[config.mk]
export PLATFORM = sky130hd
export DESIGN_NAME = mfs_reduce
export DESIGN_NICKNAME = d
export VERILOG_FILES = /design/src/hdl/mfs_pkg.sv /design/src/hdl/mfs_reduce.sv
export SDC_FILE = /design/constraint.sdc
export NUM_CORES = 1
export LEC_CHECK = 0
export BUFFER_PORTS_ARGS = -buffer_cell sky130_fd_sc_hd__buf_2
export CAP_MARGIN = 0
export CELL_PAD_IN_SITES_DETAIL_PLACEMENT = 1
export CELL_PAD_IN_SITES_GLOBAL_PLACEMENT = 2
export CORE_ASPECT_RATIO = 1.4
export CORE_MARGIN = 1.5
export CORE_UTILIZATION = 28
export DETAILED_ROUTE_END_ITERATION = 12
export PLACE_DENSITY = 0.87
export SYNTH_ARGS = -nofsm -noshare
export SYNTH_HDL_FRONTEND = slang
export SYNTH_SLANG_ARGS = --single-unit
[constraint.sdc]
create_clock -name clock -period 3.7 [get_ports clock]
set_input_delay 0.555 -clock clock [delete_from_list [all_inputs] [get_ports clock]]
set_output_delay 0.555 -clock clock [all_outputs]
set_load 0.02 [all_outputs]
[src/hdl/mfs_pkg.sv]
`default_nettype none
package mfs_pkg;

   // store geometry
   localparam int DEPTH   = 64;
   localparam int IDX_W   = $clog2(DEPTH);
   localparam int CNT_W   = $clog2(DEPTH + 1);
   localparam int VAL_W   = 30;
   localparam int STAT_W  = 2;

   // reduction grouping: cells are summed and searched eight at a time
   localparam int GROUP   = 8;
   localparam int NGROUPS = (DEPTH + GROUP - 1) / GROUP;
   localparam int PAD_W   = NGROUPS * GROUP;
   localparam int GCNT_W  = $clog2(GROUP + 1);
   localparam int GIDX_W  = $clog2(GROUP);

   // operation codes
   localparam logic FN_PUSH = 1'b0;
   localparam logic FN_POP  = 1'b1;

   // status codes
   localparam logic [STAT_W-1:0] ST_OK    = 2'd0;
   localparam logic [STAT_W-1:0] ST_EMPTY = 2'd1;
   localparam logic [STAT_W-1:0] ST_FULL  = 2'd2;

   typedef struct packed {
      logic             func;
      logic [VAL_W-1:0] push_value;
   } req_type;

   typedef struct packed {
      logic [VAL_W-1:0]  pop_value;
      logic [STAT_W-1:0] status;
   } rsp_type;

   // per-group partial results of the match and level searches
   typedef struct packed {
      logic [NGROUPS-1:0][GCNT_W-1:0] match_cnt;
      logic [NGROUPS-1:0][GCNT_W-1:0] hit_cnt;
      logic [NGROUPS-1:0]             hit_any;
      logic [NGROUPS-1:0][GIDX_W-1:0] hit_idx;
   } red_type;

endpackage
`default_nettype wire

[src/hdl/mfs_reduce.sv]
`default_nettype none
module mfs_reduce (
   input  wire                        clock,
   input  wire [mfs_pkg::DEPTH-1:0]   match,
   input  wire [mfs_pkg::DEPTH-1:0]   hit,
   output mfs_pkg::red_type           red
);
   import mfs_pkg::*;

   logic [PAD_W-1:0] match_pad;
   logic [PAD_W-1:0] hit_pad;
   red_type          red_in;
   red_type          red_ff;

   assign match_pad = PAD_W'(match);
   assign hit_pad   = PAD_W'(hit);

   // count matches and levels per group, find the highest hit per group
   always_comb begin
      red_in = '0;
      for (int g = 0; g < NGROUPS; g++) begin
         for (int b = 0; b < GROUP; b++) begin
            red_in.match_cnt[g] = red_in.match_cnt[g]
                                  + GCNT_W'(match_pad[g*GROUP+b]);
            red_in.hit_cnt[g]   = red_in.hit_cnt[g]
                                  + GCNT_W'(hit_pad[g*GROUP+b]);
            if (hit_pad[g*GROUP+b]) begin
               red_in.hit_any[g] = 1'b1;
               red_in.hit_idx[g] = GIDX_W'(b);
            end
         end
      end
   end

   always_ff @(posedge clock) begin
      red_ff <= red_in;
   end

   assign red = red_ff;

endmodule
`default_nettype wire

# After elaboration in Yosys (flattened, before gate mapping)
# Cells that the tools add are included.
# totals
ff_bits,96
in_bits,129
# classes
muxes,56
n_reduce_logical,24
add_sub_neg,112
# ops
op,count
4-bit by 1-bit adder with 4-bit output,64
3-bit by 1-bit adder with 4-bit output,16
7-bit OR reduction,8
2-bit by 1-bit adder with 3-bit output,16
3-bit 2-to-1 mux,16
1-bit by 1-bit adder with 2-bit output,16
2-bit 2-to-1 mux,16
4-bit OR reduction,8
1-bit 2-to-1 mux,24
2-bit OR reduction,8

# Longest topological paths before layout
# Gate-level depths: netlist (run 1).
# depth
depth_word,7
depth_mapped,9
ltp_nobuf,9

# Worst setup path after synthesis (run 1)
# No wires, ideal clock.
# synth_path
kind,in2reg
startpoint,input port hit[8] (netlist bit)
endpoint,"register red_ff, in the netlist red[38]"
arrival_ns,2.735
t_required_ns,3.582
path_stages,9
path_slack_ns,0.847
cell_sequence,fa_1 -> inv_1 -> fa_1 -> fa_1 -> inv_1 -> ha_1 -> inv_1 -> fa_1 -> xnor2_1
# synth_lines
element,line,source
start: declaration,mfs_reduce.sv:5,"input wire [mfs_pkg::DEPTH-1:0] hit,"
end signal: assignment,mfs_reduce.sv:36,red_ff <= red_in;
end: declaration,mfs_reduce.sv:13,red_type red_ff;

==> flow_metrics.py, run 1 <==
metrics = {
    "run_status": {
        "status": "finished, final reports clean",
    },
    "route": {
        "wl_per_cell_um": 12.4,
        "drt_first_pass_iters": 4,
        "ant_nets": 0,
        "via_per_inst": 4.07,
        "drc_errors": 0,
        "vias": 4017,
        "drt_first_iter_violations": 78,
        "routed_wl_um": 12200,
    },
    "setup_path": {
        "path_class": "in2reg",
        "cpPeakStageDelay_ns": 0.53,
        "cp.arrival_ns": 3.02,
        "cp.required_ns": 3.93,
        "path_common_cell": "fa_1",
        "crit_path_cell_trace": "buf_2, fa_1, inv_1, fa_1, fa_1, inv_1, ha_1, inv_1, fa_1, xnor2_1",
        "cp-end-kind": "flop",
        "path_max_fanout": 2,
        "slowest_stage": "fa_1",
        "path_buf_inv": 4,
        "path_delay_family": "adder cells",
        "cp-start-kind": "input port",
    },
    "synth": {
        "syn_avg_cell_area_um2": 10.5,
        "synth.top_cell.area_share_pct": 36.4,
        "synthTopCellsByArea": "dfxtp_1 (36%), fa_1 (24%), inv_1 (12%)",
        "yosysSeqAreaShare_pct": 36.4,
        "ys_types": 19,
        "synth_nets": 745,
        "synth_area_um2": 5270,
        "yosys.area.top_type": "dfxtp_1",
        "ys_warn_count": 0,
        "synth_cells": 504,
        "synth-seq-cells": 96,
    },
    "floorplan": {
        "std_cell_rows": 59,
        "die_area_um2": 19700,
        "coreArea_um2": 18500,
        "die_w_um": 119,
        "ios": 225,
        "fp.dieH_um": 165,
        "start_util_pct": 28.5,
    },
    "sta": {
        "max_freq_ghz": 0.359,
        "finalWorstSetupSlack_ns": 0.913,
        "rsz0062_at_grt": "false",
        "tns_ns": 0,
        "tightest_slew_ns": 0.284,
        "relSlewSlack_pct": 80.8,
        "finalSetupViolCount": 0,
        "period_needed_ns": 2.79,
        "drv_slew": 0,
        "post-route-period-util_pct": 75.3,
        "hold_viol": 0,
    },
    "clock_tree": {
        "postCtsSetupBuffers": 0,
        "htreeDepth": 3,
        "holdBufCountCts": 0,
        "cts_num_sinks": 96,
        "cts_resized": 0,
        "tritoncts": "done",
        "cts_buffers": 9,
        "cts_buffer_depth": 2,
        "clk_pin_slew_ns": 0.07,
        "clock_tree.root_cell": "clkbuf_16",
    },
    "place": {
        "io_buffers": 224,
        "hpwl_um": 10900,
        "preCtsSetupSlack_ns": 0.526,
        "routabilityCongestion": 0.736,
        "dp_cells": 972,
    },
    "power": {
        "p_sw_mw": 1.39,
        "irDropWorstVdd_v": 0.000265,
        "power.density_nw_per_um2": 560,
        "p_comb_share_pct": 38.7,
        "power_frac_seq_pct": 34.8,
        "power_mw": 3.93,
        "p_leak_nw": 3.80,
        "clockPowerShare_pct": 26.5,
        "p_int_mw": 2.55,
        "p_sw_share_pct": 35.3,
    },
    "hold_path": {
        "holdCritStartpoint": "hit[14]",
        "min_path_cells": 2,
        "min_to": "red[3]",
        "hold_class": "in2reg",
    },
    "final_layout": {
        "largest_reg_flops": 96,
        "layout-drive-gt1-share_pct": 36.1,
        "area_delta_synth_final_pct": 33.3,
        "layout.cells.non_filler": 988,
        "finalNetCount": 980,
    },
    "global_routing": {
        "overflow": 0,
        "grt_max_degree": 15,
        "track_usage_pct": 13.0,
        "grt_pass1_vias": 4282,
        "antenna_found_initial": 2,
        "grt_pass1_wl_um": 19900,
    },
    "job": {
        "maxCapViolations": 0,
    },
}
[layer usage]
metal | wire [um] | track usage [%]
met1 | 4400 | 12.8
met2 | 6710 | 25.0
met3 | 801 | 3.91
met4 | 316 | 5.64
met5 | 0 | 0
[cell families (layout without fill, tap and decap cells)]
family                   Yosys count  count (layout)  synth area share, %
AO/OA/AOI/OAI                     48              48                 5.48
flip-flops                        96              96                 36.4
XOR/XNOR                          16              16                 2.66
buffers and inverters            192             430                 13.7
adder cells (fa/ha/maj)          112             112                 35.7
AND/OR/NAND/NOR                   40              40                 6.07
other                              0               2                    0
[through the flow]
stage / hold slack, ns / utilization [%] / area [um^2]
2_1_floorplan: 0.653 / - / 5270
3_3_place_gp: 0.769 / 36.2 / 6700
3_5_place_dp: 0.765 / 36.2 / 6700
4_1_cts: 0.394 / 37.9 / 7020
5_1_grt: 0.397 / 37.9 / 7030
6_report: 0.416 / 37.9 / 7030
[layout by cell type, fill, tap and decap left out]
cell | netlist | final
buf_2 | 0 | 224
inv_1 | 169 | 169
dfxtp_1 | 96 | 96
fa_1 | 64 | 64
ha_1 | 48 | 48
a21oi_1 | 30 | 30
inv_2 | 23 | 23
nor2b_1 | 16 | 16
xnor2_1 | 16 | 16
clkbuf_16 | 0 | 9
nor2_1 | 8 | 8
or4b_1 | 7 | 7
o31ai_1 | 7 | 7
o311ai_0 | 6 | 6
nand4_2 | 5 | 5
bufinv_16 | 0 | 3
diode_2 | 0 | 2
nand4_4 | 2 | 2
o21ai_0 | 2 | 2
o211ai_1 | 2 | 2
nand4_1 | 1 | 1
nand4b_1 | 1 | 1
a31o_2 | 1 | 1
clkbuf_1 | 0 | 1
clkinv_2 | 0 | 1
[synthesized netlist by cell type, drive strengths merged]
cell    count
nand4       8
nand4b      1
a31o        1
o21ai       2
inv       192
dfxtp      96
o31ai       7
ha         48
xnor2      16
nor2        8
nor2b      16
a21oi      30
o211ai      2
o311ai      6
fa         64
or4b        7
[layout make-up]
class / instances / area, um^2
Timing Repair Buffer: 224 / 1120
Clock inverter: 4 / 95.1
Sequential cell: 96 / 1920
Antenna cell: 2 / 5.00
Tap cell: 244 / 305
Multi-Input combinational cell: 216 / 2630
Clock buffer: 10 / 229
Inverter: 192 / 721
Fill cell: 2177 / 11500
[how the worst max path moves through the flow]
stage / start / to / cells past startpoint / slack, ns
after global routing: match[48] / red[90] / 10 / 0.79
after global placement: match[48] / red[90] / 10 / 0.57
after detailed placement: match[48] / red[90] / 10 / 0.53
after CTS: match[48] / red[90] / 10 / 0.90
after floorplan: hit[8] / red[38] / 9 / 0.85
final: match[48] / red[90] / 10 / 0.91
[power by group through the flow]
| stage | combinational [mW] | clock (mW) | sequential (mW) |
|---|---|---|---|
| after floorplan | 0.615 | 0 | 1.76 |
| after global placement | 1.52 | 0 | 1.39 |
| after detailed placement | 1.56 | 0 | 1.39 |
| after CTS | 1.58 | 1.09 | 1.38 |
| after global routing | 1.73 | 1.13 | 1.40 |
| final | 1.52 | 1.04 | 1.37 |
No activity file was read; power rests on OpenSTA's default activity.
==> run 2, diff against run 1 <==
Settings changed: CORE_UTILIZATION 28 to 26, PLACE_DENSITY 0.87 to 0.86.
Clock period 3.7 ns to 2.5 ns, I/O delays scaled along.
==> run 2 against run 1 <==
- the flow now finishes with violations (setup timing)
- clock power grew 46%
- routed wire length up 11%
- utilization is 0.17 points higher
- largest power group unchanged
- critical path depth stayed put
- highest routed layer unchanged
==> flow_metrics.py, run 2 (synthesis results as in run 1) <==
metrics = {
    "clock_tree": {
        "cts_buffer_depth": 2,
        "cts_buffers": 9,
        "clock_tree.root_cell": "clkbuf_16",
        "holdBufCountCts": 0,
        "tritoncts": "done",
        "clk_pin_slew_ns": 0.07,
        "htreeDepth": 3,
        "cts_num_sinks": 96,
    },
    "setup_path": {
        "cp-end-kind": "flop",
        "cp.required_ns": 2.76,
        "path_max_fanout": 2,
        "path_class": "in2reg",
        "cp-start-kind": "input port",
        "cp.arrival_ns": 2.82,
    },
    "floorplan": {
        "fp.dieH_um": 172,
        "die_w_um": 123,
        "start_util_pct": 26.6,
        "ios": 225,
        "std_cell_rows": 61,
        "die_area_um2": 21200,
        "coreArea_um2": 19800,
    },
    "place": {
        "dp_cells": 998,
        "io_buffers": 224,
        "preCtsSetupSlack_ns": -0.447,
        "routabilityCongestion": 0.762,
        "place_area_um2": 6880,
        "hpwl_um": 11800,
    },
    "hold_path": {
        "hold_class": "in2reg",
        "min_to": "red[31]",
        "min_path_cells": 2,
        "holdCritStartpoint": "hit[56]",
    },
    "final_layout": {
        "mostFrequentLayoutCells": "buf_2 (205), inv_1 (128), dfxtp_1 (96)",
        "layout.cells.non_filler": 1026,
        "final_area_um2": 7560,
        "final_common_cell": "buf_2",
        "layout-drive-gt1-share_pct": 47.5,
        "utilization_pct": 38.1,
        "largest_reg_flops": 96,
        "seq_area_um2": 1920,
        "area_delta_synth_final_pct": 43.4,
        "fill_cells": 2326,
        "diodes": 0,
        "finalNetCount": 1010,
        "multi_input_area_um2": 2780,
    },
    "power": {
        "power.density_nw_per_um2": 802,
        "p_leak_nw": 3.94,
        "power_mw": 6.07,
        "irDropWorstVdd_v": 0.000325,
    },
    "sta": {
        "holdWs_ns": 0.208,
        "hold_viol": 0,
        "post-route-period-util_pct": 102,
        "finalWorstSetupSlack_ns": -0.0549,
        "finalSetupViolCount": 8,
        "period_needed_ns": 2.55,
        "max_freq_ghz": 0.391,
        "tightest_slew_ns": 0.336,
        "rsz0062_at_grt": "true",
        "drv_slew": 0,
        "tns_ns": -0.162,
        "relSlewSlack_pct": 77.3,
    },
    "route": {
        "vias": 4181,
        "drt_first_pass_iters": 3,
        "wl_per_cell_um": 13.3,
        "via_per_inst": 4.08,
        "drt_first_iter_violations": 72,
        "routed_wl_um": 13600,
        "ant_nets": 0,
        "drc_errors": 0,
    },
    "global_routing": {
        "grt_pass1_wl_um": 21300,
        "track_usage_pct": 13.4,
        "antenna_found_initial": 0,
        "grt_max_degree": 16,
        "grt_pass1_vias": 4582,
        "overflow": 0,
    },
    "run_status": {
        "status": "finished with violations",
        "violations": "setup timing",
    },
    "job": {
        "maxCapViolations": 0,
    },
}
==> run 2: cell count changes in the layout (fill, tap and decap cells not counted), sizes merged <==
cell / previous run / this run
buf: 224 / 254
clkbuf: 10 / 11
bufinv: 3 / 2
diode: 2 / 0
clkinvlp: 0 / 2
==> run 2: layout make-up <==
class / count / area share, %
clock inverter: 5 / 1.06
sequential: 96 / 25.4
inverter: 192 / 9.83
timing repair buffer: 254 / 19.6
clock buffer: 11 / 3.21
multi-input combinational: 216 / 36.7
tap: 252 / 4.17
==> run 2: repair_timing <==
item / CTS / global route
cloned: 0 / 0
setup endpoints to repair: 27 / 31
pin swaps: 8 / 7
setup buffers: 5 / 7
gates resized for setup: 41 / 53
==> run 2: power breakdown <==
part	internal [mW]	total, mW	switching, mW
logic	1.04	2.52	1.48
clock network	0.903	1.52	0.618
registers	1.94	2.03	0.0890
==> run 2: how the worst max path moves through the flow <==
stage | start | end | cells after the start
floorplan | hit[8] | red[38] | 9
finish | hit[3] | red[33] | 10
global route | hit[48] | red[57] | 10
CTS | match[59] | red[94] | 10
detailed placement | match[40] | red[85] | 10
global placement | hit[32] | red[50] | 10
==> run 2: metal layers <==
| metal | wire length, um | part of all wire [%] | vias to the layer above | track usage (%) |
|---|---|---|---|---|
| met5 | 0 | 0 | - | 0 |
| met4 | 396 | 2.9 | 0 | 7.35 |
| met3 | 679 | 5.0 | 19 | 2.65 |
| met2 | 8260 | 61 | 110 | 27.3 |
| met1 | 4290 | 31 | 2043 | 11.8 |
| li1 | - | - | 2009 | - |
==> run 2: worst max-delay path, cell delays in order <==
cell and delay (ns):
buf_8 0.10, fa_1 0.54, inv_1 0.06, fa_1 0.49, fa_1 0.40, inv_1 0.07, ha_2 0.18, inv_2 0.04
fa_2 0.52, inv_1 0.03
