--- config.mk ---
export PLATFORM = sky130hd
export DESIGN_NAME = mfs_cell
export DESIGN_NICKNAME = d
export VERILOG_FILES = /design/src/hdl/mfs_pkg.sv /design/src/hdl/mfs_cell.sv
export SDC_FILE = /design/constraint.sdc
export NUM_CORES = 1
export LEC_CHECK = 0
export ABC_AREA = 1
export BUFFER_PORTS_ARGS = -buffer_cell sky130_fd_sc_hd__buf_2
export CORE_MARGIN = 4
export CORE_UTILIZATION = 38
export DETAILED_ROUTE_END_ITERATION = 10
export PLACE_DENSITY = 0.81
export SYNTH_ARGS = -nofsm -noshare
export SYNTH_HDL_FRONTEND = slang
export SYNTH_SLANG_ARGS = --single-unit
--- constraint.sdc ---
create_clock -name clock -period 1.1 [get_ports clock]
set_clock_uncertainty 0.1 [all_clocks]
set_input_delay 0.055 -clock clock [delete_from_list [all_inputs] [get_ports clock]]
set_output_delay 0.055 -clock clock [all_outputs]
set_load 0.05 [all_outputs]
--- src/hdl/mfs_pkg.sv ---
`default_nettype none
package mfs_pkg;

   // store geometry
   localparam int DEPTH   = 64;
   localparam int IDX_W   = $clog2(DEPTH);
   localparam int CNT_W   = $clog2(DEPTH + 1);
   localparam int VAL_W   = 30;
   localparam int STAT_W  = 2;

   // reduction grouping: cells are summed and searched eight at a time
   localparam int GROUP   = 8;
   localparam int NGROUPS = (DEPTH + GROUP - 1) / GROUP;
   localparam int PAD_W   = NGROUPS * GROUP;
   localparam int GCNT_W  = $clog2(GROUP + 1);
   localparam int GIDX_W  = $clog2(GROUP);

   // operation codes
   localparam logic FN_PUSH = 1'b0;
   localparam logic FN_POP  = 1'b1;

   // status codes
   localparam logic [STAT_W-1:0] ST_OK    = 2'd0;
   localparam logic [STAT_W-1:0] ST_EMPTY = 2'd1;
   localparam logic [STAT_W-1:0] ST_FULL  = 2'd2;

   typedef struct packed {
      logic             func;
      logic [VAL_W-1:0] push_value;
   } req_type;

   typedef struct packed {
      logic [VAL_W-1:0]  pop_value;
      logic [STAT_W-1:0] status;
   } rsp_type;

   // per-group partial results of the match and level searches
   typedef struct packed {
      logic [NGROUPS-1:0][GCNT_W-1:0] match_cnt;
      logic [NGROUPS-1:0][GCNT_W-1:0] hit_cnt;
      logic [NGROUPS-1:0]             hit_any;
      logic [NGROUPS-1:0][GIDX_W-1:0] hit_idx;
   } red_type;

endpackage
`default_nettype wire

--- src/hdl/mfs_cell.sv ---
`default_nettype none
module mfs_cell (
   input  wire                       clock,
   input  wire                       capture,
   input  wire [mfs_pkg::VAL_W-1:0]  key,
   input  wire [mfs_pkg::CNT_W-1:0]  top_level,
   input  wire                       occupied,
   input  wire                       load,
   input  wire [mfs_pkg::VAL_W-1:0]  load_value,
   input  wire [mfs_pkg::CNT_W-1:0]  load_level,
   input  wire                       shift,
   input  wire [mfs_pkg::VAL_W-1:0]  upper_value,
   input  wire [mfs_pkg::CNT_W-1:0]  upper_level,
   output logic [mfs_pkg::VAL_W-1:0] value,
   output logic [mfs_pkg::CNT_W-1:0] level,
   output logic                      match,
   output logic                      hit
);
   import mfs_pkg::*;

   logic [VAL_W-1:0] value_ff;
   logic [CNT_W-1:0] level_ff;
   logic             match_ff;
   logic             hit_ff;

   // hold the entry; take a new push or close the gap from above
   always_ff @(posedge clock) begin
      priority if (load) begin
         value_ff <= load_value;
         level_ff <= load_level;
      end else if (shift) begin
         value_ff <= upper_value;
         level_ff <= upper_level;
      end else begin
         value_ff <= value_ff;
         level_ff <= level_ff;
      end
   end

   // compare against the incoming beat and the current top level
   always_ff @(posedge clock) begin
      if (capture) begin
         match_ff <= occupied && (value_ff == key);
         hit_ff   <= occupied && (level_ff == top_level);
      end
   end

   assign value = value_ff;
   assign level = level_ff;
   assign match = match_ff;
   assign hit   = hit_ff;

endmodule
`default_nettype wire

-- Word level (Yosys, flattened, before mapping)
Cells that the tools add are included.
- register bits after elaboration: 39
- bits of input ports: 116
- mux-type cells: 4
- reduce and logical (&&, ||, !) cells: 3
- eq/ne operators: 2
- operators by type and width (operator ; number):
    2-to-1 mux 30 bit ; 2
    equality test 30 bit ; 1
    2-to-1 mux 7 bit ; 2
    equality test 7 bit ; 1
    logical AND 1 bit ; 2
    nonzero test 2 bit ; 1

-- Depth between registers and ports, before layout
Gate-level depths: netlist (run 1).
- word-level depth: 2
- depth in mapped cells: 8
- gate-level depth less buffers: 8

-- Least setup slack after synthesis (run 1)
Ideal clock, no wire load.
- path type: reg-to-reg
- from: register level_ff[0] (netlist: level[0])
- to: register hit_ff (netlist: hit) (data pin)
- path buffers: 0
- arrival: 1.076 ns
- cell stages (with the launch flop): 4
- setup slack: -0.328 ns
- data required time: 0.748 ns
- period minus slack after synthesis: 1.428 ns
- cells stage by stage: edfxtp_1 -> or2_2 -> nand4_1 -> nor2_1
- longest elaborated chain between the ends: 2
- ends and longest elaborated chain (element ; RTL line ; text):
    from (decl) ; mfs_cell.sv:22 ; logic [CNT_W-1:0] level_ff;
    from (signal assigned) ; mfs_cell.sv:30 ; level_ff <= load_level;
    from (signal assigned) ; mfs_cell.sv:33 ; level_ff <= upper_level;
    from (signal assigned) ; mfs_cell.sv:36 ; level_ff <= level_ff;
    equality test 7 bit ; mfs_cell.sv:44 ; hit_ff <= occupied && (level_ff == top_level);
    logical AND 1 bit ; mfs_cell.sv:44 ;
    to (signal assigned) ; mfs_cell.sv:44 ;
    to (decl) ; mfs_cell.sv:24 ; logic hit_ff;
Every way passes these cells.
A chain may end at the register's enable or synchronous reset.

-- Worst setup path after layout (run 1)
- from: register value_ff[10] (netlist: value[10])
- to: register match_ff (netlist: match) (data pin)
- longest elaborated chain between the ends: 2
- ends and longest elaborated chain (element ; RTL line ; text):
    from (decl) ; mfs_cell.sv:21 ; logic [VAL_W-1:0] value_ff;
    from (signal assigned) ; mfs_cell.sv:29 ; value_ff <= load_value;
    from (signal assigned) ; mfs_cell.sv:32 ; value_ff <= upper_value;
    from (signal assigned) ; mfs_cell.sv:35 ; value_ff <= value_ff;
    equality test 30 bit ; mfs_cell.sv:43 ; match_ff <= occupied && (value_ff == key);
    logical AND 1 bit ; mfs_cell.sv:43 ;
    to (signal assigned) ; mfs_cell.sv:43 ;
    to (decl) ; mfs_cell.sv:23 ; logic match_ff;
Every way passes these cells.

==> impl_metrics.json, run 1 <==
{
  "place_area_um2": 3288,
  "postRouteAntennaNets": 0,
  "max_freq_ghz": 0.7811,
  "final.period_utilization": 1.164,
  "status": "finished with violations",
  "clk_latency_ns": 0.29,
  "netlist-cell-type-count": 15,
  "finalHoldViolCount": 0,
  "cts_tree": "done",
  "cts-buffers-inserted": 5,
  "irDropWorstVdd_mv": 0.6588,
  "critPathKind": "register to register",
  "synth-xor-area-share": 0.02219,
  "layout.cells.non_filler": 657,
  "worstHoldStart": "top_level[4]",
  "yosys.area_share.adder": 0,
  "met2_wirelength_um": 5033,
  "synth-compound-area-share": 0.009509,
  "setup_viol": 7,
  "synth_warnings": 0,
  "gp_congestion": 0.8829,
  "fp.coreArea_um2": 5991,
  "grt_pass1_wl_um": 14170,
  "die_x_um": 86.95,
  "worst_pin_slew_ns": 0.5298,
  "post_synth_and_or_nand_nor_area_fraction": 0.3687,
  "violations": "negative setup slack",
  "ys_seq_elements": 39,
  "grt_overflow": 0,
  "r2r-end": "match",
  "r2r-start": "value[10]",
  "syn_area_um2": 2369,
  "fin_ws_ns": -0.1803,
  "worst_setup_path_end_kind": "register",
  "fin_area_um2": 4349,
  "drt_pre_antenna_iters": 4,
  "io_buffer_count": 154,
  "nFillCells": 422,
  "pwr_density_cell_nw_per_um2": 1095,
  "ioPinCount": 155,
  "cts_root_buffer": "clkbuf_8",
  "nets": 696,
  "leakagePower_uw": 0.002420,
  "met3_wirelength_um": 809,
  "wl_per_cell_um": 14.27,
  "synth_top_family_by_area": "simple AND/OR/NAND/NOR gates",
  "dieArea_um2": 7560,
  "synth.net_count": 457,
  "antenna_found_initial": 0,
  "start_util": 0.3954,
  "viasPerCell": 4.612,
  "dp.cells": 572,
  "reg2regPathDepth": 7,
  "total_power_uw": 4761,
  "die_h_um": 86.95,
  "critical_path_arrival_ns": 1.33,
  "hold_end": "hit",
  "min_path_type": "input port to register",
  "clk_pin_slew_ns": 0.08,
  "holdPathStages": 4,
  "crit_fanout": 3,
  "h-tree-depth": 2,
  "clock-sinks": 39,
  "ys_seq_area_frac": 0.4945,
  "clockBufferDepth": 2,
  "avgSynthCellArea_um2": 6.946,
  "netlist_instances": 341,
  "drive_above_1_share": 0.2995,
  "worst_setup_path_start_kind": "register",
  "grt.total_usage": 0.2447,
  "vias": 3030,
  "reg2reg_slack_ns": -0.18,
  "synthMuxAreaShare": 0,
  "drt_iter0_markers": 113,
  "multi_input_area_um2": 958.4,
  "critPathRequiredTime_ns": 1.15,
  "drv_slew": 0,
  "drcViolationCount": 0,
  "finalSetupTns_ns": -0.5552,
  "fin_crit_ns": 1.280,
  "met1Wirelength_um": 3079,
  "cap_violations": 0,
  "grt_max_degree": 38,
  "top_layer": "met4",
  "drt_wl_total_um": 9375,
  "synthToLayoutAreaGrowth_pct": 83.62,
  "first_global_vias": 3142,
  "dp.final_hpwl_um": 5633,
  "relSlewSlack": 0.6468,
  "rows": 28,
  "seqCellArea_um2": 1171,
  "rsz0062_at_grt": "yes"
}
-- power breakdown --
group	internal (uW)	switching [uW]
registers	1830	132
logic	811	1080
clock network	433	480
-- logic make-up (layout without fill, tap and decap cells) --
family | Yosys count | after routing
simple gates | 230 | 230
buf+inv | 62 | 302
flops | 39 | 39
xor+xnor | 6 | 6
compound gates | 4 | 4
other cells | 0 | 1
-- flip-flops by register name, indices dropped and copies added, names as in the netlist --
| register | count |
|---|---|
| match | 1 |
| level | 7 |
| value | 30 |
| hit | 1 |
-- metal layers --
| metal | global-route usage | vias up |
|---|---|---|
| li1 | - | 1487 |
| met1 | 0.2392 | 1320 |
| met2 | 0.4624 | 177 |
| met3 | 0.06623 | 46 |
| met4 | 0.1275 | 0 |
| met5 | 0 | - |
-- cell usage after synthesis --
master,instances,area share
nand4_1,1,0.0026
nand2_1,197,0.31
a21oi_1,1,0.0021
edfxtp_1,39,0.49
o21a_1,1,0.0032
xnor2_1,3,0.011
buf_4,3,0.0095
nor2_1,28,0.044
xor2_1,3,0.011
or2_2,2,0.0053
nand3_1,2,0.0042
o21ai_0,2,0.0042
buf_2,4,0.0085
inv_1,54,0.086
inv_2,1,0.0016
-- cell type report --
type | count | share of cell area
sequential | 39 | 0.2693
inverter | 55 | 0.04747
antenna | 1 | 0.0005754
clock buffer | 6 | 0.01669
multi-input combinational | 240 | 0.2204
tap | 75 | 0.02158
clock inverter | 2 | 0.001726
timing repair buffer | 239 | 0.4223
-- what timing repair did --
item / CTS / global route
hold endpoints to repair: 39 / 0
gates resized for setup: 31 / 61
pin swaps: 0 / 1
hold buffers: 75 / 0
setup buffers: 0 / 5
endpoints found under the setup margin: 22 / 36
-- worst max-delay path by stage --
stage / start / endpoint / slack (ns) / cells past startpoint
finish: value[10] / match / -0.18 / 7
global placement: value[10] / match / -0.14 / 7
global route: value[25] / match / -0.38 / 5
detailed placement: value[10] / match / -0.18 / 7
floorplan: value[26] / match / -0.30 / 8
CTS: value[20] / match / -0.18 / 7
-- metrics by stage --
stage | utilization | hold slack [ns] | setup slack (ns)
floorplan | - | 0.06750 | -0.2992
global placement | 0.5489 | 0.1919 | -0.1372
detailed placement | 0.5489 | 0.1948 | -0.1833
CTS | 0.7030 | 0.09536 | -0.1834
global route | 0.7256 | 0.1382 | -0.3774
finish | 0.7260 | 0.1208 | -0.1803
-- critical path, cell delays in order (launching register included) --
cell,delay (ns)
edfxtp_1,0.44
nand2_1,0.10
nand2_1,0.05
nor2_1,0.12
nand2_1,0.08
nor2_2,0.10
nand2_1,0.06
nor2_1,0.09
-- placed cells by master, fill, tap and decap left out --
master	synthesis	layout
a21oi_1	1	1
buf_12	0	3
buf_2	4	118
buf_4	3	15
buf_6	0	24
buf_8	0	3
clkbuf_1	0	1
clkbuf_4	0	1
clkbuf_8	0	5
clkinv_1	0	2
diode_2	0	1
dlygate4sd3_1	0	75
edfxtp_1	39	39
inv_1	54	54
inv_2	1	1
nand2_1	197	197
nand3_1	2	2
nand4_1	1	1
nor2_1	28	26
nor2_2	0	2
o21a_1	1	1
o21ai_0	2	1
o21ai_1	0	1
or2_4	0	2
xnor2_1	3	3
xor2_1	3	3
Power figures use the tool's default switching activity.
==> inputs of run 2 (changes only) <==
--- a/config.mk
+++ b/config.mk
@@ -8,9 +8,9 @@
 export ABC_AREA = 1
 export BUFFER_PORTS_ARGS = -buffer_cell sky130_fd_sc_hd__buf_2
 export CORE_MARGIN = 4
-export CORE_UTILIZATION = 38
+export CORE_UTILIZATION = 42
 export DETAILED_ROUTE_END_ITERATION = 10
-export PLACE_DENSITY = 0.81
+export PLACE_DENSITY = 0.85
 export SYNTH_ARGS = -nofsm -noshare
 export SYNTH_HDL_FRONTEND = slang
 export SYNTH_SLANG_ARGS = --single-unit
==> constraint.sdc (replaced) <==
create_clock -name clock -period 1.2 [get_ports clock]
set_clock_uncertainty 0.1 [all_clocks]
set_input_delay 0.06 -clock clock [delete_from_list [all_inputs] [get_ports clock]]
set_output_delay 0.06 -clock clock [all_outputs]
set_load 0.05 [all_outputs]
==> impl_metrics.json, run 2 (same netlist as run 1, synthesis figures left out) <==
{
  "status": "finished with violations",
  "violations": "negative setup slack",
  "first_global_vias": 3076,
  "drt_wl_total_um": 8807,
  "cts-buffers-inserted": 5,
  "relSlewSlack": 0.5818,
  "h-tree-depth": 2,
  "place_area_um2": 3254,
  "reg2regPathDepth": 8,
  "final.period_utilization": 1.038,
  "antenna_found_initial": 0,
  "reg2reg_slack_ns": -0.05,
  "total_power_uw": 4162,
  "r2r-end": "match",
  "holdWs_ns": 0.08770,
  "fp.coreArea_um2": 5473,
  "die_x_um": 83.10,
  "grt_max_degree": 38,
  "clk_latency_ns": 0.28,
  "leakagePower_uw": 0.002342,
  "crit_chain": "inv_1 > nand2_1 > o21ai_1 > nor2_1 > nand2_1 > nor2_1 > nand2_1 > nor2_1",
  "drv_slew": 0,
  "cap_violations": 0,
  "crit_fanout": 3,
  "cts_root_buffer": "clkbuf_8",
  "critPathKind": "register to register",
  "pwr_density_cell_nw_per_um2": 1010,
  "wl_per_cell_um": 13.53,
  "final_common_cell": "nand2_1",
  "grt.total_usage": 0.2502,
  "grt_pass1_wl_um": 13900,
  "finalHoldViolCount": 0,
  "dp.final_hpwl_um": 5390,
  "irDropWorstVdd_mv": 0.7977,
  "io_buffer_count": 154,
  "cts_tree": "done",
  "dieArea_um2": 6905,
  "drcViolationCount": 0,
  "min_path_type": "input port to register",
  "holdPathStages": 4,
  "die_h_um": 83.10,
  "nets": 693,
  "rows": 27,
  "drt_pre_antenna_iters": 4,
  "crit_path_max_incr_delay_ns": 0.44,
  "gp_congestion": 0.8840,
  "fin_ws_ns": -0.04567,
  "nFillCells": 405,
  "synthToLayoutAreaGrowth_pct": 74.01,
  "most-common-layout-cells": "nand2_1, buf_2, dlygate4sd3_1, inv_1, edfxtp_1",
  "setup_viol": 1,
  "start_util": 0.4328,
  "worst_setup_path_end_kind": "register",
  "grt_overflow": 0,
  "fin_crit_ns": 1.246,
  "slowest_stage": "edfxtp_1",
  "largest_register_ffs": 30,
  "cts_setup_buffers": 0,
  "worst_setup_path_start_kind": "register",
  "postRouteAntennaNets": 0,
  "r2r-start": "value[29]",
  "hold_end": "hit",
  "postLayoutCoreUtil": 0.7531,
  "rsz0062_at_grt": "yes",
  "clk_pin_slew_ns": 0.07,
  "critPathRequiredTime_ns": 1.14,
  "fin_area_um2": 4121,
  "ioPinCount": 155,
  "max_freq_ghz": 0.8028,
  "clockBufferDepth": 2,
  "clock-sinks": 39,
  "critical_path_arrival_ns": 1.19,
  "worstHoldStart": "top_level[3]",
  "drive_above_1_share": 0.2924,
  "cpLargestDelayFamily": "flip-flops",
  "worst_pin_slew_ns": 0.6264,
  "drt_iter0_markers": 131,
  "vias": 2948,
  "viasPerCell": 4.528,
  "path_buf_inv": 1
}
## run 2: cell type report
| cell class | instances | area, um2 | share of cell area |
|---|---|---|---|
| clock inverter | 2 | 7.507 | 0.001821 |
| clock buffer | 6 | 72.57 | 0.01761 |
| timing repair buffer | 236 | 1620 | 0.3931 |
| inverter | 55 | 206.4 | 0.05009 |
| sequential | 39 | 1171 | 0.2842 |
| multi-input combinational | 240 | 950.9 | 0.2307 |
| antenna | 1 | 2.502 | 0.0006072 |
| tap | 72 | 90.09 | 0.02186 |
## run 2: stage by stage
| stage | setup WS (ns) | std cells | setup TNS [ns] |
|---|---|---|---|
| 6_report | -0.04567 | 651 | -0.04567 |
| 5_1_grt | -0.1432 | 650 | -0.1960 |
| 4_1_cts | -0.08074 | 650 | -0.08074 |
| 3_5_place_dp | -0.06143 | 567 | -0.06143 |
| 3_3_place_gp | -0.02085 | 567 | -0.02085 |
| 2_1_floorplan | -0.1992 | 341 | -0.3839 |
## run 2: worst register-to-register path: cells and delay by family (launching register included)
family	cells	cell delay [ns]
AND/OR/NAND/NOR	6	0.31
AO/OA/AOI/OAI	1	0.07
flip-flops	1	0.44
buffers and inverters	1	0.10
## run 2: metal layers
metal	routed length, um	track usage
met1	3070	0.2361
met5	0	0
met2	4763	0.4789
met4	381	0.1397
met3	591	0.06746
## run 2: worst max path at each step
stage,startpoint,to,slack (ns),cells past startpoint
floorplan,value[26],match,-0.20,8
global placement,value[15],match,-0.02,7
detailed placement,value[20],match,-0.06,7
CTS,value[20],match,-0.08,7
global route,value[20],match,-0.14,7
finish,value[29],match,-0.05,8
## run 2: power breakdown
| group | total, uW | internal [uW] | switching, uW |
|---|---|---|---|
| logic | 1560 | 594 | 964 |
| registers | 1780 | 1670 | 109 |
| clock network | 821 | 396 | 425 |
| total | 4160 | 2660 | 1500 |
## run 2: repair_timing
item / in CTS / in global routing
endpoints found under the setup margin: 4 / 5
pin swaps: 0 / 2
endpoints found under the hold margin: 39 / 0
hold buffers: 75 / 0
gates resized for setup: 5 / 5
==> inputs of run 3 (changes only) <==
--- a/config.mk
+++ b/config.mk
@@ -11,6 +11,7 @@
 export CORE_UTILIZATION = 42
 export DETAILED_ROUTE_END_ITERATION = 10
 export PLACE_DENSITY = 0.85
+export SETUP_SLACK_MARGIN = 0.02
 export SYNTH_ARGS = -nofsm -noshare
 export SYNTH_HDL_FRONTEND = slang
 export SYNTH_SLANG_ARGS = --single-unit
==> constraint.sdc (replaced) <==
create_clock -name clock -period 1.42 [get_ports clock]
set_clock_uncertainty 0.1 [all_clocks]
set_input_delay 0.071 -clock clock [delete_from_list [all_inputs] [get_ports clock]]
set_output_delay 0.071 -clock clock [all_outputs]
set_load 0.05 [all_outputs]
==> impl_metrics.json, run 3 (same netlist as run 1, synthesis figures left out) <==
{
  "h-tree-depth": 2,
  "drt_iter0_markers": 145,
  "dieArea_um2": 6905,
  "grt_max_degree": 38,
  "largest_register_ffs": 30,
  "crit_path_max_incr_delay_ns": 0.41,
  "die_h_um": 83.10,
  "irDropWorstVdd_mv": 0.5713,
  "first_global_vias": 3093,
  "cts-buffers-inserted": 5,
  "synthToLayoutAreaGrowth_pct": 71.63,
  "finalHoldViolCount": 0,
  "rsz0062_at_grt": "no",
  "max_freq_ghz": 0.7960,
  "dp_slack_ns": 0.1501,
  "drcViolationCount": 0,
  "cap_violations": 0,
  "holdWs_ns": 0.04116,
  "pwr_density_cell_nw_per_um2": 898.2,
  "rows": 27,
  "fin_ws_ns": 0.1637,
  "relSlewSlack": 0.5799,
  "drive_above_1_share": 0.2902,
  "ioPinCount": 155,
  "reg2regPathDepth": 7,
  "clock-sinks": 39,
  "clk_latency_ns": 0.28,
  "vias": 2931,
  "start_util": 0.4328,
  "final_common_cell": "nand2_1",
  "clockBufferDepth": 2,
  "nets": 687,
  "wl_per_cell_um": 13.35,
  "finalSetupTns_ns": 0,
  "worst_setup_path_start_kind": "register",
  "grt_pass1_wl_um": 13760,
  "grt_overflow": 0,
  "most-common-layout-cells": "nand2_1, buf_2, dlygate4sd3_1, inv_1, edfxtp_1",
  "gp_congestion": 0.8425,
  "fp.coreArea_um2": 5473,
  "hold_end": "value[29]",
  "r2r-end": "match",
  "die_x_um": 83.10,
  "path_common_cell": "nor2_1",
  "cts_root_buffer": "clkbuf_8",
  "leakagePower_uw": 0.002318,
  "crit_chain": "nor2_1 > nor2_1 > nor2_1 > nand2_1 > nor2_1 > nand2_1 > nor2_1",
  "status": "finished clean",
  "fin_crit_ns": 1.256,
  "setup_viol": 0,
  "drt_pre_antenna_iters": 4,
  "drt_wl_total_um": 8599,
  "grt.total_usage": 0.2485,
  "worst_pin_slew_ns": 0.6293,
  "cts_resized": 0,
  "reg2reg_slack_ns": 0.16,
  "r2r-start": "value[20]",
  "diodes": 0,
  "viasPerCell": 4.551,
  "critical_path_arrival_ns": 1.31,
  "critPathKind": "register to register",
  "antenna_found_initial": 0,
  "io_buffer_count": 154,
  "worst_setup_path_end_kind": "register",
  "clk_pin_slew_ns": 0.08,
  "crit_fanout": 3,
  "holdPathStages": 3,
  "worstHoldStart": "load_value[29]",
  "min_path_type": "input port to register",
  "drv_slew": 0,
  "postRouteAntennaNets": 0,
  "critPathRequiredTime_ns": 1.47,
  "cts_tree": "done",
  "final.period_utilization": 0.8848,
  "dp.final_hpwl_um": 5237,
  "slowest_stage": "edfxtp_1"
}
==> run 3: power by group <==
| group | switching (uW) | internal [uW] | leakage (uW) | total [uW] |
|---|---|---|---|---|
| Sequential | 85.5 | 1410 | 0.000403 | 1500 |
| Combinational | 810 | 465 | 0.00186 | 1270 |
| Clock | 363 | 514 | 0.0000556 | 877 |
| Total | 1260 | 2390 | 0.00232 | 3650 |
==> run 3: cell type report <==
type | count | area [um2]
clock inverter | 3 | 38.79
inverter | 55 | 206.4
clock buffer | 5 | 68.82
fill | 416 | 1408
multi-input combinational | 240 | 950.9
timing repair buffer | 230 | 1539
sequential | 39 | 1171
tap | 72 | 90.09
==> run 3: per-layer routing <==
metal / wire [um] / up-vias / global-route usage
met3: 646 / 47 / 0.06151
li1: - / 1470 / -
met5: 0 / - / 0
met4: 550 / 0 / 0.1738
met1: 2920 / 1268 / 0.2381
met2: 4481 / 146 / 0.4585
==> run 3: timing repair <==
action | 4_1_cts | 5_1_grt
hold buffers | 74 | 0
setup endpoints to repair | 0 | 0
endpoints found under the hold margin | 39 | 0
buffers inserted | 0 | 0
==> run 3: stage by stage <==
stage               cells  cell area, um2  total power (uW)    util
finish                644            4065              3651  0.7428
global placement      562            3217              2585  0.5878
CTS                   644            4065              3643  0.7428
global route          644            4065              3842  0.7428
floorplan             341            2371              2250       -
detailed placement    562            3217              2614  0.5878
==> run 3: worst max-delay path by stage <==
stage / cells after the start / to / startpoint
global route: 7 / match / value[20]
finish: 7 / match / value[20]
global placement: 7 / match / value[8]
floorplan: 8 / match / value[9]
detailed placement: 7 / match / value[20]
CTS: 7 / match / value[20]
==> run 3: worst max-delay path: cells and delay by family, from the launching register on <==
kind,cells,cell delay [ns]
AND/OR/NAND/NOR,7,0.62
flip-flops,1,0.41
